[config.mk]
export PLATFORM = sky130hd
export DESIGN_NAME = three_class_priority_tx_scheduler_flat
export DESIGN_NICKNAME = d
export VERILOG_FILES = /design/src/tcps_pkg.sv /design/src/tcps_in_if.sv /design/src/tcps_out_if.sv /design/src/tcps_ctrl.sv /design/src/tcps_dpath.sv /design/src/three_class_priority_tx_scheduler.sv /design/src/flat_wrapper.sv
export VERILOG_INCLUDE_DIRS = /design/src /design/src/src
export SDC_FILE = /design/constraint.sdc
export NUM_CORES = 1
export LEC_CHECK = 0
export BUFFER_PORTS_ARGS = -buffer_cell sky130_fd_sc_hd__buf_2
export CAP_MARGIN = 20
export CELL_PAD_IN_SITES_DETAIL_PLACEMENT = 0
export CELL_PAD_IN_SITES_GLOBAL_PLACEMENT = 1
export CORE_MARGIN = 8
export CORE_UTILIZATION = 51
export DETAILED_ROUTE_END_ITERATION = 10
export PLACE_DENSITY_LB_ADDON = 0.1
export RECOVER_POWER = 100
export SLEW_MARGIN = 40
export SYNTH_ARGS = -nofsm -noshare
export SYNTH_HDL_FRONTEND = slang
export SYNTH_SLANG_ARGS = --single-unit
[constraint.sdc]
create_clock -name clk -period 11.23 [get_ports clk]
set_input_delay 1.123 -clock clk [delete_from_list [all_inputs] [get_ports clk]]
set_output_delay 1.123 -clock clk [all_outputs]
set_load 0.01 [all_outputs]
[src/three_class_priority_tx_scheduler_assert.svh]
// Assertion macros for the three-class priority transmit scheduler.
`ifndef THREE_CLASS_PRIORITY_TX_SCHEDULER_ASSERT_SVH
`define THREE_CLASS_PRIORITY_TX_SCHEDULER_ASSERT_SVH

// Same-cycle implication, checked on clk, off while rst_n is low.
`define TCPS_ASSERT_NOW(label, ante, cons) \
  label: assert property (@(posedge clk) disable iff (!rst_n) (ante) |-> (cons)) \
    else $error("tcps: same-cycle check failed");

// Next-cycle implication, checked on clk, off while rst_n is low.
`define TCPS_ASSERT_NEXT(label, ante, cons) \
  label: assert property (@(posedge clk) disable iff (!rst_n) (ante) |=> (cons)) \
    else $error("tcps: next-cycle check failed");

`endif

[src/tcps_pkg.sv]
// Shared types, constants and helpers of the three-class priority scheduler.
package tcps_pkg;

  localparam int QUEUE_DEPTH = 4;
  localparam int HDR_BYTES   = 24;
  localparam int NUM_CLASSES = 3;

  localparam int PTR_W   = (QUEUE_DEPTH > 1) ? $clog2(QUEUE_DEPTH) : 1;
  localparam int FILL_W  = $clog2(QUEUE_DEPTH + 1);
  localparam int CLASS_W = 2;
  localparam int LEN_W   = 11;

  typedef logic [PTR_W-1:0]   ptr_t;
  typedef logic [FILL_W-1:0]  fill_t;
  typedef logic [CLASS_W-1:0] class_t;
  typedef logic [LEN_W-1:0]   len_t;

  // Command codes
  localparam logic CMD_ENQUEUE = 1'b0;
  localparam logic CMD_SERVICE = 1'b1;

  // Sink outcome codes (hint and frame)
  localparam logic [1:0] OUTCOME_NOT_READY = 2'd0;
  localparam logic [1:0] OUTCOME_REFUSED   = 2'd1;
  localparam logic [1:0] OUTCOME_ACCEPTED  = 2'd2;

  // Enqueue status codes
  localparam logic [1:0] ENQ_OK       = 2'd0;
  localparam logic [1:0] ENQ_OVERSIZE = 2'd1;
  localparam logic [1:0] ENQ_FULL     = 2'd2;

  // Class codes
  localparam class_t CLS_RESPONSE = 2'd0;
  localparam class_t CLS_EVENT    = 2'd1;
  localparam class_t CLS_DATA     = 2'd2;

  typedef struct packed {
    logic        cmd;
    logic [1:0]  queue_class;
    logic [7:0]  ch_type;
    logic [7:0]  ch_id;
    logic [7:0]  opcode;
    logic [15:0] ref_seq;
    logic [15:0] msg_status;
    logic [9:0]  body_len;
    logic        link_configured;
    logic [1:0]  hint_outcome;
    logic [1:0]  frame_outcome;
  } in_word_t;

  typedef struct packed {
    logic [1:0]  enqueue_status;
    logic        hint_valid;
    logic [2:0]  hint_pending;
    logic [2:0]  hint_dropped;
    logic        frame_valid;
    logic [1:0]  frame_class;
    logic [15:0] frame_seq;
    logic [15:0] frame_ref_seq;
    logic [15:0] frame_channel;
    logic [7:0]  frame_opcode;
    logic [15:0] frame_status;
    logic [10:0] frame_len;
  } out_word_t;

  // One queued frame descriptor
  typedef struct packed {
    logic [15:0] seq;
    logic [15:0] ref_seq;
    logic [15:0] channel;
    logic [7:0]  opcode;
    logic [15:0] status;
    len_t        len;
  } entry_t;

  // Controller to datapath
  typedef struct packed {
    logic load;
  } ctl_t;

  function automatic ptr_t ptr_inc(input ptr_t p);
    ptr_t r;
    if (p == PTR_W'(QUEUE_DEPTH - 1)) begin
      r = '0;
    end else begin
      r = p + ptr_t'(1);
    end
    return r;
  endfunction

endpackage

[src/tcps_in_if.sv]
// Input word channel: valid/ready handshake with a scheduler command word.
interface tcps_in_if;
  logic               valid;
  logic               ready;
  tcps_pkg::in_word_t payload;

  modport source (output valid, output payload, input ready);
  modport sink   (input valid, input payload, output ready);
endinterface

[src/tcps_out_if.sv]
// Result word channel: valid/ready handshake with a scheduler result word.
interface tcps_out_if;
  logic                valid;
  logic                ready;
  tcps_pkg::out_word_t payload;

  modport source (output valid, output payload, input ready);
  modport sink   (input valid, input payload, output ready);
endinterface

[src/tcps_ctrl.sv]
// Handshake controller: tracks the result register and issues load commands.
module tcps_ctrl (
  input  logic           clk,
  input  logic           rst_n,
  input  logic           in_valid,
  input  logic           out_ready,
  output logic           in_ready,
  output logic           out_valid,
  output tcps_pkg::ctl_t ctl
);
  import tcps_pkg::*;

  typedef enum logic {
    S_EMPTY,
    S_FULL
  } state_t;

  state_t state_r;
  state_t state_nxt;

  // A new word may enter whenever the result slot is empty or drains now.
  assign in_ready  = (state_r == S_EMPTY) || out_ready;
  assign out_valid = (state_r == S_FULL);
  assign ctl.load  = in_valid && in_ready;

  always_comb begin
    state_nxt = state_r;
    case (state_r)
      S_EMPTY: begin
        if (ctl.load) begin
          state_nxt = S_FULL;
        end
      end
      S_FULL: begin
        if (ctl.load) begin
          state_nxt = S_FULL;
        end else if (out_ready) begin
          state_nxt = S_EMPTY;
        end
      end
      default: state_nxt = S_EMPTY;
    endcase
  end

  always_ff @(posedge clk) begin
    if (!rst_n) begin
      state_r <= S_EMPTY;
    end else begin
      state_r <= state_nxt;
    end
  end

endmodule

[src/tcps_dpath.sv]
// Scheduler datapath: descriptor store, queue pointers, hint state, result register.
module tcps_dpath (
  input  logic                clk,
  input  logic                rst_n,
  input  tcps_pkg::ctl_t      ctl,
  input  tcps_pkg::in_word_t  in_word,
  input  logic                cfg_wr_en,
  input  logic [10:0]         cfg_wr_data,
  output tcps_pkg::out_word_t out_word
);
  import tcps_pkg::*;

  entry_t    store_r [NUM_CLASSES][QUEUE_DEPTH];
  ptr_t      rd_ptr_r  [NUM_CLASSES];
  ptr_t      rd_ptr_nxt[NUM_CLASSES];
  ptr_t      wr_ptr_r  [NUM_CLASSES];
  ptr_t      wr_ptr_nxt[NUM_CLASSES];
  fill_t     fill_r    [NUM_CLASSES];
  fill_t     fill_nxt  [NUM_CLASSES];
  logic [15:0] seq_r, seq_nxt;
  logic [2:0]  pend_r, pend_nxt;
  logic [2:0]  drop_r, drop_nxt;
  logic        dirty_r, dirty_nxt;
  len_t        max_len_r;
  out_word_t   res_r, res_nxt;

  logic [2:0]  cls_hit;
  logic [2:0]  nonempty;
  logic [2:0]  full;
  logic [2:0]  pend_new;
  class_t      pick;
  len_t        total;
  entry_t      head;
  entry_t      new_entry;
  logic        wr_en;

  assign out_word = res_r;

  // Per-class decode and the priority pick (class 0 wins)
  always_comb begin
    for (int c = 0; c < NUM_CLASSES; c++) begin
      cls_hit[c]  = (in_word.queue_class == CLASS_W'(c));
      nonempty[c] = (fill_r[c] != '0);
      full[c]     = (fill_r[c] == FILL_W'(QUEUE_DEPTH));
    end
    pick = CLS_RESPONSE;
    for (int c = NUM_CLASSES - 1; c >= 0; c--) begin
      if (nonempty[c]) begin
        pick = CLASS_W'(c);
      end
    end
  end

  assign total = LEN_W'(HDR_BYTES) + LEN_W'(in_word.body_len);
  assign head  = store_r[pick][rd_ptr_r[pick]];

  // Descriptor as stored: class-dependent fields forced to zero
  always_comb begin
    new_entry.seq     = seq_r;
    new_entry.ref_seq = (in_word.queue_class == CLS_RESPONSE) ? in_word.ref_seq : 16'd0;
    new_entry.channel = {in_word.ch_type, in_word.ch_id};
    new_entry.opcode  = (in_word.queue_class == CLS_DATA) ? 8'd0 : in_word.opcode;
    new_entry.status  = (in_word.queue_class == CLS_RESPONSE) ? in_word.msg_status : 16'd0;
    new_entry.len     = total;
  end

  always_comb begin
    rd_ptr_nxt = rd_ptr_r;
    wr_ptr_nxt = wr_ptr_r;
    fill_nxt   = fill_r;
    seq_nxt    = seq_r;
    pend_nxt   = pend_r;
    drop_nxt   = drop_r;
    dirty_nxt  = dirty_r;
    res_nxt    = res_r;
    wr_en      = 1'b0;
    pend_new   = '0;

    if (ctl.load) begin
      res_nxt = '0;
      if (in_word.cmd == CMD_ENQUEUE) begin
        if (|cls_hit) begin
          if (total > max_len_r) begin
            res_nxt.enqueue_status = ENQ_OVERSIZE;
            drop_nxt  = drop_r | cls_hit;
            dirty_nxt = 1'b1;
          end else if (|(full & cls_hit)) begin
            res_nxt.enqueue_status = ENQ_FULL;
            drop_nxt  = drop_r | cls_hit;
            dirty_nxt = 1'b1;
          end else begin
            wr_en   = 1'b1;
            seq_nxt = seq_r + 16'd1;
            for (int c = 0; c < NUM_CLASSES; c++) begin
              if (cls_hit[c]) begin
                wr_ptr_nxt[c] = ptr_inc(wr_ptr_r[c]);
                fill_nxt[c]   = fill_r[c] + fill_t'(1);
              end
            end
          end
        end
      end else if (in_word.link_configured) begin
        // hint shows the bits as they stand before any pop below
        if (dirty_r && (in_word.hint_outcome != OUTCOME_NOT_READY)) begin
          res_nxt.hint_valid   = 1'b1;
          res_nxt.hint_pending = pend_r;
          res_nxt.hint_dropped = drop_r;
          if (in_word.hint_outcome == OUTCOME_ACCEPTED) begin
            dirty_nxt = 1'b0;
            drop_nxt  = '0;
          end
        end
        if ((in_word.frame_outcome != OUTCOME_NOT_READY) && (|nonempty)) begin
          res_nxt.frame_valid   = 1'b1;
          res_nxt.frame_class   = pick;
          res_nxt.frame_seq     = head.seq;
          res_nxt.frame_ref_seq = head.ref_seq;
          res_nxt.frame_channel = head.channel;
          res_nxt.frame_opcode  = head.opcode;
          res_nxt.frame_status  = head.status;
          res_nxt.frame_len     = head.len;
          if (in_word.frame_outcome == OUTCOME_ACCEPTED) begin
            rd_ptr_nxt[pick] = ptr_inc(rd_ptr_r[pick]);
            fill_nxt[pick]   = fill_r[pick] - fill_t'(1);
          end
        end
      end

      // pending bits follow the fill counts; any change re-arms the hint
      for (int c = 0; c < NUM_CLASSES; c++) begin
        pend_new[c] = (fill_nxt[c] != '0);
      end
      if (pend_new != pend_r) begin
        pend_nxt  = pend_new;
        dirty_nxt = 1'b1;
      end
    end
  end

  always_ff @(posedge clk) begin
    if (wr_en) begin
      store_r[in_word.queue_class][wr_ptr_r[in_word.queue_class]] <= new_entry;
    end
    res_r <= res_nxt;
  end

  always_ff @(posedge clk) begin
    if (!rst_n) begin
      for (int c = 0; c < NUM_CLASSES; c++) begin
        rd_ptr_r[c] <= '0;
        wr_ptr_r[c] <= '0;
        fill_r[c]   <= '0;
      end
      seq_r     <= 16'd1;
      pend_r    <= '0;
      drop_r    <= '0;
      dirty_r   <= 1'b1;
      max_len_r <= LEN_W'(64);
    end else begin
      rd_ptr_r <= rd_ptr_nxt;
      wr_ptr_r <= wr_ptr_nxt;
      fill_r   <= fill_nxt;
      seq_r    <= seq_nxt;
      pend_r   <= pend_nxt;
      drop_r   <= drop_nxt;
      dirty_r  <= dirty_nxt;
      if (cfg_wr_en) begin
        max_len_r <= cfg_wr_data;
      end
    end
  end

endmodule

[src/three_class_priority_tx_scheduler.sv]
// Strict-priority scheduler over three frame-descriptor queues (response, event, data).
// The result word is registered and valid in the cycle after its command word is accepted.
// Throughput: one word per cycle; a word is taken whenever the result register is
//   empty or drains in the same cycle, so the single result register sets the pace.
// Reset (rst_n low, synchronous): queues empty, sequence 1, hint dirty, frame limit 64;
//   the descriptor store is not cleared, only written entries are ever read.
module three_class_priority_tx_scheduler (
  input  logic        clk,
  input  logic        rst_n,
  tcps_in_if.sink     in_word,
  tcps_out_if.source  out_word,
  input  logic        cfg_wr_en,
  input  logic [10:0] cfg_wr_data
);
  import tcps_pkg::*;
  `include "three_class_priority_tx_scheduler_assert.svh"

  ctl_t ctl;

  // Controller owns the handshake; the datapath only sees load strobes.
  tcps_ctrl u_ctrl (
    .clk       (clk),
    .rst_n     (rst_n),
    .in_valid  (in_word.valid),
    .out_ready (out_word.ready),
    .in_ready  (in_word.ready),
    .out_valid (out_word.valid),
    .ctl       (ctl)
  );

  // Store, pointers, hint bookkeeping and the registered result word.
  tcps_dpath u_dpath (
    .clk         (clk),
    .rst_n       (rst_n),
    .ctl         (ctl),
    .in_word     (in_word.payload),
    .cfg_wr_en   (cfg_wr_en),
    .cfg_wr_data (cfg_wr_data),
    .out_word    (out_word.payload)
  );

  // A stalled result blocks intake, so no result is overwritten.
  `TCPS_ASSERT_NOW(a_no_overwrite, out_word.valid && !out_word.ready, !in_word.ready)

  // A dropped enqueue presents neither a hint nor a frame.
  `TCPS_ASSERT_NOW(a_drop_quiet, out_word.valid && (out_word.payload.enqueue_status != ENQ_OK),
                   !out_word.payload.hint_valid && !out_word.payload.frame_valid)

  // Hint fields are zero when no hint is presented.
  `TCPS_ASSERT_NOW(a_hint_zero, out_word.valid && !out_word.payload.hint_valid,
                   (out_word.payload.hint_pending == 3'd0) &&
                   (out_word.payload.hint_dropped == 3'd0))

  // A presented frame was stored with a legal class and full header length.
  `TCPS_ASSERT_NOW(a_frame_sane, out_word.valid && out_word.payload.frame_valid,
                   (out_word.payload.frame_class <= CLS_DATA) &&
                   (out_word.payload.frame_len >= 11'(HDR_BYTES)))

  // An accepted command always yields a result on the next cycle.
  `TCPS_ASSERT_NEXT(a_result_follows, in_word.valid && in_word.ready, out_word.valid)

endmodule
[src/flat_wrapper.sv]
// flat-port wrapper written by rule: the top's interface ports become plain ports
module three_class_priority_tx_scheduler_flat import tcps_pkg::*;
  (clk, rst_n, cfg_wr_en, cfg_wr_data, in_word_valid, in_word_payload, in_word_ready, out_word_valid, out_word_payload, out_word_ready);
  tcps_in_if in_word_i ();
  tcps_out_if out_word_i ();
  input  logic clk;
  input  logic rst_n;
  input  logic cfg_wr_en;
  input  logic [10:0] cfg_wr_data;
  input wire logic [$bits(in_word_i.valid)-1:0] in_word_valid;
  input wire logic [$bits(in_word_i.payload)-1:0] in_word_payload;
  output wire logic [$bits(in_word_i.ready)-1:0] in_word_ready;
  output wire logic [$bits(out_word_i.valid)-1:0] out_word_valid;
  output wire logic [$bits(out_word_i.payload)-1:0] out_word_payload;
  input wire logic [$bits(out_word_i.ready)-1:0] out_word_ready;
  assign in_word_i.valid = in_word_valid;
  assign in_word_i.payload = in_word_payload;
  assign in_word_ready = in_word_i.ready;
  assign out_word_valid = out_word_i.valid;
  assign out_word_payload = out_word_i.payload;
  assign out_word_i.ready = out_word_ready;
  three_class_priority_tx_scheduler u_core (.clk(clk), .rst_n(rst_n), .in_word(in_word_i), .out_word(out_word_i), .cfg_wr_en(cfg_wr_en), .cfg_wr_data(cfg_wr_data));
endmodule
=== Yosys cells after proc, flatten, opt, wreduce, memory -nomap -nowiden ===
Memory sizes are Yosys's and may differ from the RTL's.
Index checks and enable logic that the tools add are counted.
W data, S select, Z words.

* Flip-flop bits (word level): 151
* Output and inout port bits: 97
* Memory bits (writable): 996
* Memories kept: 1
* Input port bits: 90

{| class="wikitable"
|+ Memory list
! memory !! words !! bits a word !! read ports !! clocked after Yosys merged registers in !! wr ports !! RTL line !! RTL
|-
| u_core.u_dpath.store_r || 3 || 332 || 1 || 0 || 1 || tcps_dpath.sv:13 || <nowiki>entry_t store_r [NUM_CLASSES][QUEUE_DEPTH];</nowiki>
|}

* Order comparisons: 7
* Multiplexer cells: 76
* Add/subtract/negate cells: 10
* Bitwise logic cells: 11
* Reduce and logical (&&, ||, !) cells: 35
* Equal/unequal tests: 18

{| class="wikitable"
|+ Operators with widths
! operator !! count
|-
| $mux W332 || 1
|-
| $mux W83 || 3
|-
| $bmux W83 S2 || 1
|-
| $demux W83 S2 || 1
|-
| $mux W86 || 1
|-
| $mux W9 || 8
|-
| $mux W3 || 13
|-
| $mux W2 || 18
|-
| $mux W16 || 2
|-
| $reduce_and A6 Y1 || 5
|-
| $reduce_bool A3 Y1 || 8
|-
| $mux W1 || 18
|-
| $add A16 B1 Y16 const B || 1
|-
| $eq A2 B2 Y1 const B || 7
|-
| $ge A3 B3 Y1 const B || 4
|-
| $not A2 Y3 || 4
|-
| $reduce_or A3 Y1 || 4
|-
| $add A5 B10 Y11 const A || 1
|-
| $gt A11 B11 Y1 || 1
|-
| $reduce_and A5 Y1 || 2
|-
| $add A3 B1 Y3 const B || 3
|-
| $bwmux W9 || 1
|-
| $eq A3 B3 Y1 const B || 3
|-
| $add A2 B1 Y2 const B || 4
|-
| other kinds (27) || 43
|}

=== Depth between registers and ports, before layout ===
* Depth in word-level cells: 19
* Mapped depth: 20

=== Cells and area by module ===
A second synthesis with hierarchy kept.

* Cells, all modules: 3273
* Area, all modules: 45793.9 sq um

{| class="wikitable"
|+ By module, submodules not included
! module !! instances !! area each (sq um) !! cells an instance
|-
| tcps_dpath || 1 || 45736.4 || 3268
|-
| tcps_ctrl || 1 || 57.6 || 5
|}

=== Least setup slack after synthesis ===
Ideal clock, no wire load.

* Path kind: input port to flip-flop
* Start: in in_word_payload[8]
* End: mem u_core.u_dpath.store_r[0][249] in the netlist's numbering, enable pin
* Path slack: 2.850 ns
* Data required time: 10.705 ns
* Buffers on the path: 1
* Cell stages on the path: 16
* Arrival: 7.855 ns
* Cells stage by stage: inv_1 ha_1 nor2_1 nand3_1 xnor2_1 ha_1 nand3_1 nor3_1 a221o_2 o21a_1 buf_6 nor2_1 nand2_1 or2_2 or3_1 nor2_1

{| class="wikitable"
|+ RTL lines
! item !! RTL line !! RTL
|-
| start, declared || flat_wrapper.sv:11 || <nowiki>input wire logic [$bits(in_word_i.payload)-1:0] in_word_payload;</nowiki>
|-
| end, declared || tcps_dpath.sv:13 ||
|}

==> results.py <==
metrics = {
    "detailed_routing": {
        "vias_per_cell": 5.81,
        "drt_first_pass_iters": 5,
        "drt_wl_total_um": 114000,
        "ant_nets": 0,
        "drc_errors": 0,
        "vias": 27700,
        "wl_per_cell_um": 23.9,
        "drt_iter0_drc": 2368,
    },
    "layout": {
        "drive_gt1_share_pct": 8.82,
        "fillers": 7153,
        "multi_input_area_mm2": 0.0110,
        "syn_to_final_growth_pct": 12.8,
        "register_area_mm2": 0.0339,
        "nNetsFinal": 3602,
        "final_util_pct": 57.7,
    },
    "sta": {
        "setup_violations": 0,
        "tns_ns": 0,
        "rsz0062_at_grt": "false",
        "hold_viol_final": 0,
        "max_clock_freq_ghz": 0.120,
        "min_period_ns": 8.31,
        "finalMaxSlewViolations": 598,
        "period_share_pct": 74.0,
        "worstMarginPinSlew_ns": 3.60,
        "finClkSkew_ns": 0.0337,
        "relSlewSlack_pct": -140,
    },
    "pwr": {
        "net-switching-power_w": 0.00190,
        "p_int_w": 0.00707,
        "power_frac_comb_pct": 4.7,
        "p_leak_nw": 17.4,
        "seqPwrFrac_pct": 52.6,
        "pwr_density_cell_mw_per_mm2": 174,
        "ir_worst_vdd_uv": 129,
        "clkPwrFrac_pct": 42.7,
        "p_total_w": 0.00898,
        "swShare_pct": 21.2,
    },
    "synth": {
        "synth_area_leaders": "edfxtp_1, nand2_1, nand3_1",
        "synth_top_family_by_area": "simple AND/OR/NAND/NOR gates",
        "synth_cell_types": 66,
        "synth_enable_flop_cells": 1091,
        "synth_compound_area_share_pct": 5.28,
        "yosysTopAreaCell": "edfxtp_1",
        "avgSynthCellArea_um2": 13.7,
        "syn_nets": 3455,
        "synth_seq_area_share_pct": 74.0,
        "synth_cells": 3342,
        "synthMuxAreaShare_pct": 4.22,
        "synth_area_mm2": 0.0458,
        "synth_top_area_share_pct": 71.6,
        "synth-simple-area-share_pct": 13.4,
        "yosysWarnings": 0,
        "async_flop_share_pct": 0,
        "synth_xor_area_share_pct": 0.459,
        "synthAdderAreaFrac_pct": 0.629,
        "synth_flop_cell": "edfxtp_1",
        "ys_ff_latch": 1147,
    },
    "place": {
        "port_buffers": 186,
        "place_congestion": 0.834,
        "hpwl_um": 61500,
    },
    "die": {
        "die_y_um": 316,
        "die_x_um": 316,
        "dieArea_mm2": 0.0996,
        "num_io_pins": 187,
        "initial_core_util_pct": 51.2,
        "rows": 110,
        "coreArea_mm2": 0.0895,
    },
    "global_route": {
        "grt_pass1_wl_um": 171000,
        "grt_max_degree": 149,
        "globalRoute.totalOverflow": 0,
        "grt_antenna_before_repair": 1,
        "grt_pass1_vias": 27700,
        "grt_usage_pct": 22.5,
    },
    "clock_network": {
        "cts_buffers": 115,
        "postCtsSetupRepairBufs": 0,
        "ctsHoldBuffers": 0,
        "clk_latency_ns": 0.69,
        "clk_pin_slew_ns": 0.06,
        "cts_tree": "yes",
        "cts_resized": 0,
        "clock-root-buffer": "clkbuf_16",
        "clk_path_buf_depth": 3,
        "cts.sinks": 1147,
        "cts_max_level": 3,
    },
    "setup_path": {
        "cp-start-kind": "input pin",
        "crit_family": "buffers and inverters",
        "cp.arrival_ns": 8.62,
        "critical_path_class": "in -> reg",
        "path_cells": "clkbuf_1 -> inv_1 -> ha_1 -> nor2_1 -> nand3_1 -> xnor2_1 -> ha_1 -> nand3_1 -> nor3_1 -> a221o_1 -> o21a_1 -> nor4_1 -> nand3_1 -> nor2_4 -> clkbuf_1 -> buf_6",
        "cp-end-kind": "flip-flop",
        "slowest_stage": "clkbuf_1",
        "crit_top_cell": "nand3_1",
        "cp_max_fo": 52,
        "worstPathRequired_ns": 11.54,
        "cpPeakStageDelay_ns": 1.63,
        "cp_num_buf_inv": 4,
    },
    "min_path": {
        "hp-class": "reg -> reg",
    },
    "run_status": {
        "violations": "capacitance limit, slew limit",
        "outcome": "finished, violations left",
    },
    "job": {
        "drv_cap": 17,
    },
}
-- layout by cell type, fill, tap and decap left out, types with 65 or more instances in the layout --
| master | instances |
|---|---|
| a21oi_1 | 122 |
| buf_2 | 65 |
| clkbuf_1 | 164 |
| clkbuf_16 | 121 |
| edfxtp_1 | 1091 |
| mux2i_1 | 137 |
| nand2_1 | 715 |
| nand3_1 | 351 |
| nor2_1 | 126 |
| o21ai_0 | 74 |
-- metal layers --
metal / part of all wire [%] / track usage [%]
met1: 44 / 31.2
met3: 5.6 / 2.95
met5: 0 / 0
met4: 2.1 / 6.57
met2: 49 / 37.3
-- per-stage QoR --
step | area (um^2) | worst slack (ns) | hold WS [ns] | std cells
6_report | 51600 | 2.92 | 0.479 | 4762
5_1_grt | 51600 | 2.40 | 0.511 | 4760
4_1_cts | 52200 | 5.12 | 0.477 | 4758
3_5_place_dp | 48400 | 4.42 | 0.457 | 4546
3_3_place_gp | 47900 | 3.68 | 0.464 | 4529
2_1_floorplan | 45800 | 2.85 | 0.429 | 3342
-- Yosys cell counts (2+ instances only) --
cell type and number:
o2111ai_1 2, o211ai_1 3, nor4_1 2, edfxtp_1 1091, nand2b_1 6, nor3_1 38
nor2_1 127, mux2i_1 137, buf_1 24, o21ai_1 4, nand3_1 351, a21boi_0 6
clkbuf_1 147, a311oi_1 51, a31oi_1 4, xor2_1 4, dfxtp_1 56, o211a_1 10
o21a_1 7, ha_1 23, nand2_1 714, o21ai_0 71, or3b_2 2, and3_1 32
inv_1 25, a21oi_1 123, nor2b_1 24, o22ai_1 4, a211oi_1 62, a21boi_1 2
and2_1 60, nand4_1 4, xnor2_1 20, or2_2 3, a311o_1 2, buf_2 38
or3_1 6, a21o_1 5, mux4_2 25
-- final timing paths --
check                                            end  slack (ns)  depth (start not counted)                             startpoint
max          u_core.u_dpath.store_r[1][43]$_DFFE_PP_        2.92                         16                     in_word_payload[8]
min            u_core.u_dpath.drop_r[0]$_SDFFE_PN0P_        0.48                          2  u_core.u_dpath.drop_r[0]$_SDFFE_PN0P_
max reg2reg      u_core.u_dpath.dirty_r$_SDFFE_PN1P_        3.23                         15  u_core.u_dpath.fill_r[1]$_SDFFE_PN0P_
min reg2reg    u_core.u_dpath.drop_r[0]$_SDFFE_PN0P_        0.48                          2  u_core.u_dpath.drop_r[0]$_SDFFE_PN0P_
-- layout make-up --
class / instances / share of cell area (%)
clock buffers: 146 / 6.06
repair buffers: 240 / 2.72
well taps: 1176 / 2.85
flip-flops and latches: 1147 / 65.6
clock inverters: 66 / 1.32
diodes: 2 / 0.00969
inverters: 26 / 0.191
multi-input cells: 1959 / 21.2
-- worst reg2reg max path: stages, from the launching register on --
cell	delay, ns
dfxtp_1	0.35
inv_1	0.13
ha_1	0.24
nor2b_1	0.40
nand2b_1	1.53
clkbuf_1	2.62
a31oi_1	0.52
ha_1	0.54
nand4_1	0.11
a31oi_1	0.25
o32ai_1	0.15
a211oi_1	0.47
xnor2_1	0.12
nor2_1	0.12
o211a_1	0.15
o21ai_0	0.06
-- kinds of logic after synthesis --
logic type | Yosys count
muxes | 162
and+or+nand+nor | 1380
DFF | 1147
adders and majority gates | 23
buffers and inverters | 236
xor gates and xnor gates | 24
AOI/OAI and AO/OA | 370
-- registers in the layout (all words and copies together), names as in the netlist --
signal,flops
u_core.u_ctrl.out_valid,1
u_core.u_dpath.fill_r,9
u_core.u_dpath.wr_ptr_r,6
u_core.u_dpath.drop_r,3
u_core.u_dpath.dirty_r,1
u_core.u_dpath.max_len_r,11
u_core.u_dpath.rd_ptr_r,6
u_core.u_dpath.pend_r,3
u_core.u_dpath.out_word,95
u_core.u_dpath.seq_r,16
u_core.u_dpath.store_r,996
-- power groups by stage --
stage,combinational [W],clock (W),sequential (W)
floorplan,0.000239,0,0.00482
global placement,0.000427,0,0.00481
detailed placement,0.000438,0,0.00481
CTS,0.000440,0.00391,0.00472
global route,0.000462,0.00407,0.00472
finish,0.000422,0.00383,0.00472
No activity file was read; power rests on OpenSTA's default activity.
